### config.mk
export PLATFORM = sky130hd
export DESIGN_NAME = tblt_ctrl
export DESIGN_NICKNAME = d
export VERILOG_FILES = /design/src/rtl/core/tblt_pkg.sv /design/src/rtl/core/tblt_ctrl.sv
export SDC_FILE = /design/constraint.sdc
export NUM_CORES = 1
export LEC_CHECK = 0
export ABC_AREA = 1
export BUFFER_PORTS_ARGS = -buffer_cell sky130_fd_sc_hd__buf_2
export CAP_MARGIN = 20
export CORE_UTILIZATION = 38
export CTS_CLUSTER_DIAMETER = 50
export DETAILED_ROUTE_END_ITERATION = 6
export PLACE_DENSITY = 0.79
export SYNTH_ARGS = -nofsm -noshare
export SYNTH_HDL_FRONTEND = slang
export SYNTH_SLANG_ARGS = --single-unit
### constraint.sdc
create_clock -name aclk -period 1.1 [get_ports aclk]
set_input_delay 0.055 -clock aclk [delete_from_list [all_inputs] [get_ports aclk]]
set_output_delay 0.055 -clock aclk [all_outputs]
set_load 0.02 [all_outputs]
### src/rtl/core/tblt_pkg.sv
// Shared types, constants and codes for the translated-block lookup table.
package tblt_pkg;

    localparam int THUMB_DEPTH = 4096;
    localparam int ARM_DEPTH   = 16384;
    localparam int THUMB_AW    = (THUMB_DEPTH > 2) ? $clog2(THUMB_DEPTH) : 1;
    localparam int ARM_AW      = (ARM_DEPTH > 2) ? $clog2(ARM_DEPTH) : 1;
    localparam int CLR_DEPTH   = (ARM_DEPTH > THUMB_DEPTH) ? ARM_DEPTH : THUMB_DEPTH;
    localparam int CLR_AW      = (CLR_DEPTH > 2) ? $clog2(CLR_DEPTH) : 1;
    localparam int ENT_W       = 34;
    localparam int TAG_W       = 33;

    localparam logic [31:0] HASH_MUL = 32'd2654435761;
    localparam logic [THUMB_AW-1:0] HASH_LO = HASH_MUL[THUMB_AW-1:0];

    // entry layout
    localparam int ENT_VALID = 33;
    localparam int ENT_HOOK  = 32;

    // operations
    localparam logic [1:0] OP_PLACE  = 2'd0;
    localparam logic [1:0] OP_STATIC = 2'd1;
    localparam logic [1:0] OP_DYNAMIC = 2'd2;
    localparam logic [1:0] OP_LOOKUP = 2'd3;

    // status codes
    localparam logic [2:0] ST_OK    = 3'd0;
    localparam logic [2:0] ST_NONE  = 3'd1;
    localparam logic [2:0] ST_RANGE = 3'd2;
    localparam logic [2:0] ST_FULL  = 3'd3;
    localparam logic [2:0] ST_MIDIT = 3'd4;
    localparam logic [2:0] ST_THUNK = 3'd5;

    // config register indexes
    localparam logic [1:0] CFG_ARM_COUNT  = 2'd0;
    localparam logic [1:0] CFG_THUNK_BASE = 2'd1;

    // entry update modes
    localparam logic [1:0] MODE_PLACE  = 2'd0;
    localparam logic [1:0] MODE_HOOK   = 2'd1;
    localparam logic [1:0] MODE_UNHOOK = 2'd2;

    // result sources
    localparam logic [1:0] RES_ZERO = 2'd0;
    localparam logic [1:0] RES_ENT  = 2'd1;
    localparam logic [1:0] RES_LOOK = 2'd2;

    typedef struct packed {
        logic [1:0]  operation;
        logic [31:0] guest_address;
        logic        thumb_mode;
        logic [31:0] block_handle;
        logic        hook_enable;
        logic        in_it_block;
    } tblt_in_t;

    typedef struct packed {
        logic [2:0]  status;
        logic        hooked;
        logic        block_found;
        logic [31:0] found_handle;
    } tblt_out_t;

    typedef struct packed {
        logic       clr_wr;
        logic       ld_in;
        logic       ld_tgt;
        logic       tgt_old;
        logic       hash;
        logic       probe_rd;
        logic       probe_next;
        logic       arm_rd;
        logic       ent_wr;
        logic [1:0] ent_mode;
        logic       tag_wr;
        logic       dyn_clear;
        logic       dyn_set;
        logic       res_ld;
        logic [1:0] res_kind;
        logic [2:0] res_status;
        logic       out_ld;
    } tblt_cmd_t;

    typedef struct packed {
        logic [1:0] op;
        logic       thunk_hit;
        logic       it_hit;
        logic       dyn_active;
        logic       enable;
        logic       tgt_thumb;
        logic       arm_ok;
        logic       tag_hit;
        logic       probe_last;
        logic       ent_hook;
        logic       clr_done;
        logic       out_free;
    } tblt_sts_t;

endpackage

### src/rtl/core/tblt_ctrl.sv
// Controller: sequences each request through decode, probe, update and result.
module tblt_ctrl (
    input  logic                aclk,
    input  logic                aresetn,
    input  logic                s_valid,
    output logic                s_ready,
    input  tblt_pkg::tblt_sts_t sts,
    output tblt_pkg::tblt_cmd_t cmd
);
    import tblt_pkg::*;

    localparam logic [3:0] S_CLEAR  = 4'd0;
    localparam logic [3:0] S_IDLE   = 4'd1;
    localparam logic [3:0] S_DECIDE = 4'd2;
    localparam logic [3:0] S_ROUTE  = 4'd3;
    localparam logic [3:0] S_PROBE  = 4'd4;
    localparam logic [3:0] S_CHECK  = 4'd5;
    localparam logic [3:0] S_ENT    = 4'd6;
    localparam logic [3:0] S_AFTER  = 4'd7;
    localparam logic [3:0] S_OUT    = 4'd8;

    logic [3:0] state_reg, state_next;
    logic       old_reg, old_next;   // working on the previous dynamic hook
    logic       hit;
    logic [1:0] mode;

    assign s_ready = (state_reg == S_IDLE);

    always_comb begin
        if (old_reg) begin
            mode = MODE_UNHOOK;
        end else if (sts.op == OP_PLACE) begin
            mode = MODE_PLACE;
        end else begin
            mode = MODE_HOOK;
        end
    end

    always_comb begin
        cmd        = '0;
        state_next = state_reg;
        old_next   = old_reg;
        hit        = 1'b0;
        case (state_reg)
            S_CLEAR: begin
                cmd.clr_wr = 1'b1;
                if (sts.clr_done) begin
                    state_next = S_IDLE;
                end
            end
            S_IDLE: begin
                if (s_valid) begin
                    cmd.ld_in  = 1'b1;
                    state_next = S_DECIDE;
                end
            end
            S_DECIDE: begin
                old_next = 1'b0;
                if (sts.op == OP_LOOKUP && sts.thunk_hit) begin
                    cmd.res_ld     = 1'b1;
                    cmd.res_status = ST_THUNK;
                    state_next     = S_OUT;
                end else if (sts.op == OP_LOOKUP && sts.it_hit) begin
                    cmd.res_ld     = 1'b1;
                    cmd.res_status = ST_MIDIT;
                    state_next     = S_OUT;
                end else if (sts.op == OP_DYNAMIC && sts.dyn_active) begin
                    cmd.ld_tgt    = 1'b1;
                    cmd.tgt_old   = 1'b1;
                    cmd.dyn_clear = 1'b1;
                    old_next      = 1'b1;
                    state_next    = S_ROUTE;
                end else if (sts.op == OP_DYNAMIC && !sts.enable) begin
                    cmd.res_ld     = 1'b1;
                    cmd.res_status = ST_OK;
                    state_next     = S_OUT;
                end else begin
                    cmd.ld_tgt = 1'b1;
                    state_next = S_ROUTE;
                end
            end
            S_ROUTE: begin
                if (sts.tgt_thumb) begin
                    cmd.hash   = 1'b1;
                    state_next = S_PROBE;
                end else if (sts.arm_ok) begin
                    cmd.arm_rd = 1'b1;
                    state_next = S_ENT;
                end else if (old_reg) begin
                    state_next = S_AFTER;
                end else begin
                    cmd.res_ld     = 1'b1;
                    cmd.res_status = ST_RANGE;
                    state_next     = S_OUT;
                end
            end
            S_PROBE: begin
                cmd.probe_rd = 1'b1;
                state_next   = S_CHECK;
            end
            S_CHECK, S_ENT: begin
                hit = (state_reg == S_ENT) || sts.tag_hit;
                if (hit && sts.op == OP_LOOKUP) begin
                    cmd.res_ld   = 1'b1;
                    cmd.res_kind = RES_LOOK;
                    state_next   = S_OUT;
                end else if (hit) begin
                    cmd.ent_wr   = 1'b1;
                    cmd.ent_mode = mode;
                    cmd.tag_wr   = (state_reg == S_CHECK);
                    if (old_reg) begin
                        state_next = S_AFTER;
                    end else begin
                        cmd.dyn_set  = (sts.op == OP_DYNAMIC) && !sts.ent_hook;
                        cmd.res_ld   = 1'b1;
                        cmd.res_kind = RES_ENT;
                        state_next   = S_OUT;
                    end
                end else if (!sts.probe_last) begin
                    cmd.probe_next = 1'b1;
                    state_next     = S_PROBE;
                end else if (sts.op == OP_LOOKUP) begin
                    cmd.res_ld     = 1'b1;
                    cmd.res_status = ST_NONE;
                    state_next     = S_OUT;
                end else if (old_reg) begin
                    state_next = S_AFTER;
                end else begin
                    cmd.res_ld     = 1'b1;
                    cmd.res_status = ST_FULL;
                    state_next     = S_OUT;
                end
            end
            S_AFTER: begin
                old_next = 1'b0;
                if (!sts.enable) begin
                    cmd.res_ld     = 1'b1;
                    cmd.res_status = ST_OK;
                    state_next     = S_OUT;
                end else begin
                    cmd.ld_tgt = 1'b1;
                    state_next = S_ROUTE;
                end
            end
            S_OUT: begin
                if (sts.out_free) begin
                    cmd.out_ld = 1'b1;
                    state_next = S_IDLE;
                end
            end
            default: begin
                state_next = S_IDLE;
            end
        endcase
    end

    always_ff @(posedge aclk) begin
        if (!aresetn) begin
            state_reg <= S_CLEAR;
            old_reg   <= 1'b0;
        end else begin
            state_reg <= state_next;
            old_reg   <= old_next;
        end
    end

`ifndef SYNTH
    a_dyn_exclusive: assert property (@(posedge aclk) disable iff (!aresetn)
        !(cmd.dyn_set && cmd.dyn_clear))
        else $error("dynamic hook set and cleared together");
    a_clear_alone: assert property (@(posedge aclk) disable iff (!aresetn)
        cmd.clr_wr |-> !(cmd.ent_wr || cmd.tag_wr || s_ready))
        else $error("store update during clearing pass");
    a_accept_decode: assert property (@(posedge aclk) disable iff (!aresetn)
        (s_valid && s_ready) |=> (state_reg == S_DECIDE))
        else $error("accepted request not decoded");
    a_out_free: assert property (@(posedge aclk) disable iff (!aresetn)
        cmd.out_ld |-> sts.out_free)
        else $error("result overwrites pending result");
`endif

endmodule
==> metrics.cfg <==
[clocking]
clk_path_buf_depth = 2
numClockSinks = 5
htreeDepth = 1
clk-insertion-delay-late_ns = 0.26
cts_tree = built
clockRootBuffer = clkbuf_4
clk_pin_slew_ns = 0.06
numCtsBuffers = 3

[power]
finalPower_mw = 1.15
leakagePower_nw = 0.756
vdd_drop_max_uv = 988
p_per_area_nw_per_um2 = 786

[status]
status = finished with violations
failed_checks = setup timing

[worst_setup_path]
r2r-start = state_reg[2]
critPathMaxFanout = 3
worst_r2r_endpoint = state_reg[1]
r2r.worst_path.cells = 8
end_kind = primary output
criticalPathCategory = flop to primary output
critical_path_arrival_ns = 1.53
required_ns = 1.04
rrSetupSlack_ns = -0.42
critPathLaunchType = flop

[placed_design]
gp_congestion = 0.908
port_buffers = 37
pre_cts_ws_ns = -0.206
dp_hpwl_um = 1740
dp.cells = 187

[timing]
hold_violations = 0
rsz0062_at_grt = true
setup-violations-final = 27
fmax_ghz = 0.630
clock_skew_ns = 0.0167
worstMarginPinSlew_ns = 0.412
slew_headroom_pct = 72.3
finalWorstSetupSlack_ns = -0.487
slew_violations = 0
fin_crit_sh_pct = 144
fin_setup_tns_ns = -9.60
min_period_ns = 1.59

[yosys]
syn_area_um2 = 636
yosysUniqueCellTypes = 23
seq_area_frac_synth_pct = 15.7
ys_ff_latch = 5
syn_inst = 118
yosysWarnings = 0
syn_area_per_cell_um2 = 5.39
syn-num-nets = 134

[layout]
antenna_cells = 0
drive_gt1_share_pct = 67.2
syn2layout_area_growth_pct = 130
largest_register_ffs = 4
final_util_pct = 94.8
fin_nets = 203
stdcell_count = 202

[die]
die_h_um = 42.9
rows = 14
die_x_um = 42.9
io_pins = 38
coreArea_um2 = 1540
start_util_pct = 41.2
dieArea_um2 = 1840

[drt]
first_iter_violations = 75
ant_nets = 0
first_pass_iters = 5
vias = 1198
wl_per_cell_um = 19.3
drc = 0
via_per_inst = 5.93
wirelength_um = 3910

[run]
drv_cap = 0

[grt]
first_global_vias = 957
grt_max_degree = 7
grt_pass1_wl_um = 4360
antenna_found_initial = 0
grt_overflow = 0
grt_usage_pct = 32.2

[hold_path]
hold_end = state_reg[3]
hp-start = aresetn
hold_class = input port to flop
hold_depth = 3

cell families (layout without fill, tap and decap cells):
kind of cell	count (synthesis)	count (layout)	share of synthesized area [%]
flip-flops	5	5	15.7
AO/OA/AOI/OAI	11	11	10.2
AND/OR/NAND/NOR	75	75	57.5
buffers and inverters	27	95	16.5
cells in the mapped netlist (all sizes together):
cell type | number | area share, %
a21oi | 3 | 2.4
buf | 1 | 1.2
dfxtp | 5 | 16
inv | 26 | 15
nand2 | 28 | 20
nand3 | 11 | 8.7
nand3b | 1 | 1.2
nand4 | 1 | 0.98
nor2 | 25 | 17
nor3 | 8 | 8.9
nor4 | 1 | 0.98
o21a | 2 | 2.4
o21ai | 4 | 3.1
o22ai | 1 | 0.98
o32ai | 1 | 1.4
placed cells by master (no fill, tap or decap):
master | Yosys | routed
dfxtp_4 | 0 | 4
nor4_2 | 0 | 1
a21oi_2 | 0 | 1
nand3b_1 | 1 | 1
a21oi_1 | 3 | 2
nand3_2 | 0 | 6
o21a_2 | 0 | 1
nor2_2 | 3 | 3
nand2_1 | 24 | 13
clkbuf_4 | 0 | 3
o21ai_4 | 0 | 1
nand3_4 | 0 | 2
o21ai_1 | 1 | 2
dfxtp_1 | 5 | 1
nor3_2 | 1 | 1
buf_6 | 0 | 17
o21ai_0 | 3 | 1
buf_4 | 1 | 28
nand4_1 | 1 | 1
nand3_1 | 11 | 3
inv_4 | 0 | 3
nor2_4 | 1 | 11
nor2_1 | 21 | 11
clkbuf_1 | 0 | 1
nand2_4 | 2 | 8
nor3_1 | 6 | 3
buf_2 | 0 | 20
inv_2 | 5 | 3
nand2_2 | 2 | 7
nor3_4 | 1 | 4
inv_1 | 21 | 20
o21a_1 | 2 | 1
o32ai_4 | 0 | 1
o22ai_1 | 1 | 1
where the power goes:
part	internal, mW	switching [mW]	total, mW
logic	0.259	0.410	0.670
registers	0.200	0.0383	0.238
clock network	0.139	0.102	0.241
how the worst max path moves through the flow:
| stage | startpoint | slack, ns | end | cells past startpoint |
|---|---|---|---|---|
| 2_1_floorplan | state_reg[1] | -0.23 | cmd[10] | 7 |
| 3_3_place_gp | state_reg[2] | -0.15 | cmd[10] | 8 |
| 3_5_place_dp | state_reg[1] | -0.21 | cmd[5] | 8 |
| 4_1_cts | state_reg[2] | -0.43 | cmd[10] | 8 |
| 5_1_grt | state_reg[2] | -0.53 | cmd[10] | 8 |
| 6_report | state_reg[2] | -0.49 | cmd[10] | 8 |
timing repair:
action                                  in CTS  in global routing
hold buffers                                 0                  0
gates resized for setup                     36                 54
buffers inserted                             3                  8
pin swaps                                   11                  8
endpoints found under the setup margin      27                 27
layer usage:
layer	share of wire, %	track usage, %	vias up	wire length (um)
li1	-	-	506	-
met1	37	40.7	562	1440
met2	49	50.6	98	1920
met3	7.4	4.68	32	290
met4	6.4	20.0	0	250
met5	0	0	-	0
cell type report:
cell class	instances	area [um^2]
multi-input cells	86	693
repair buffers	65	502
flip-flops and latches	5	115
inverters	26	105
fillers	49	80.1
clock buffers	4	26.3
well taps	16	20.0
per-stage QoR:
stage	hold slack (ns)	instance area, um^2
floorplan	0.145	713
global placement	0.283	1040
detailed placement	0.276	1040
CTS	0.0416	1210
global route	0.0470	1460
finish	0.0403	1460
worst max-delay path, stage by stage (launching register included):
cell	delay, ns
dfxtp_4	0.37
inv_4	0.04
nor2_4	0.15
nand2_4	0.09
nand2_4	0.10
nand2_4	0.07
nor3_4	0.19
o21a_2	0.16
buf_6	0.11
Power figures use the tool's default switching activity.
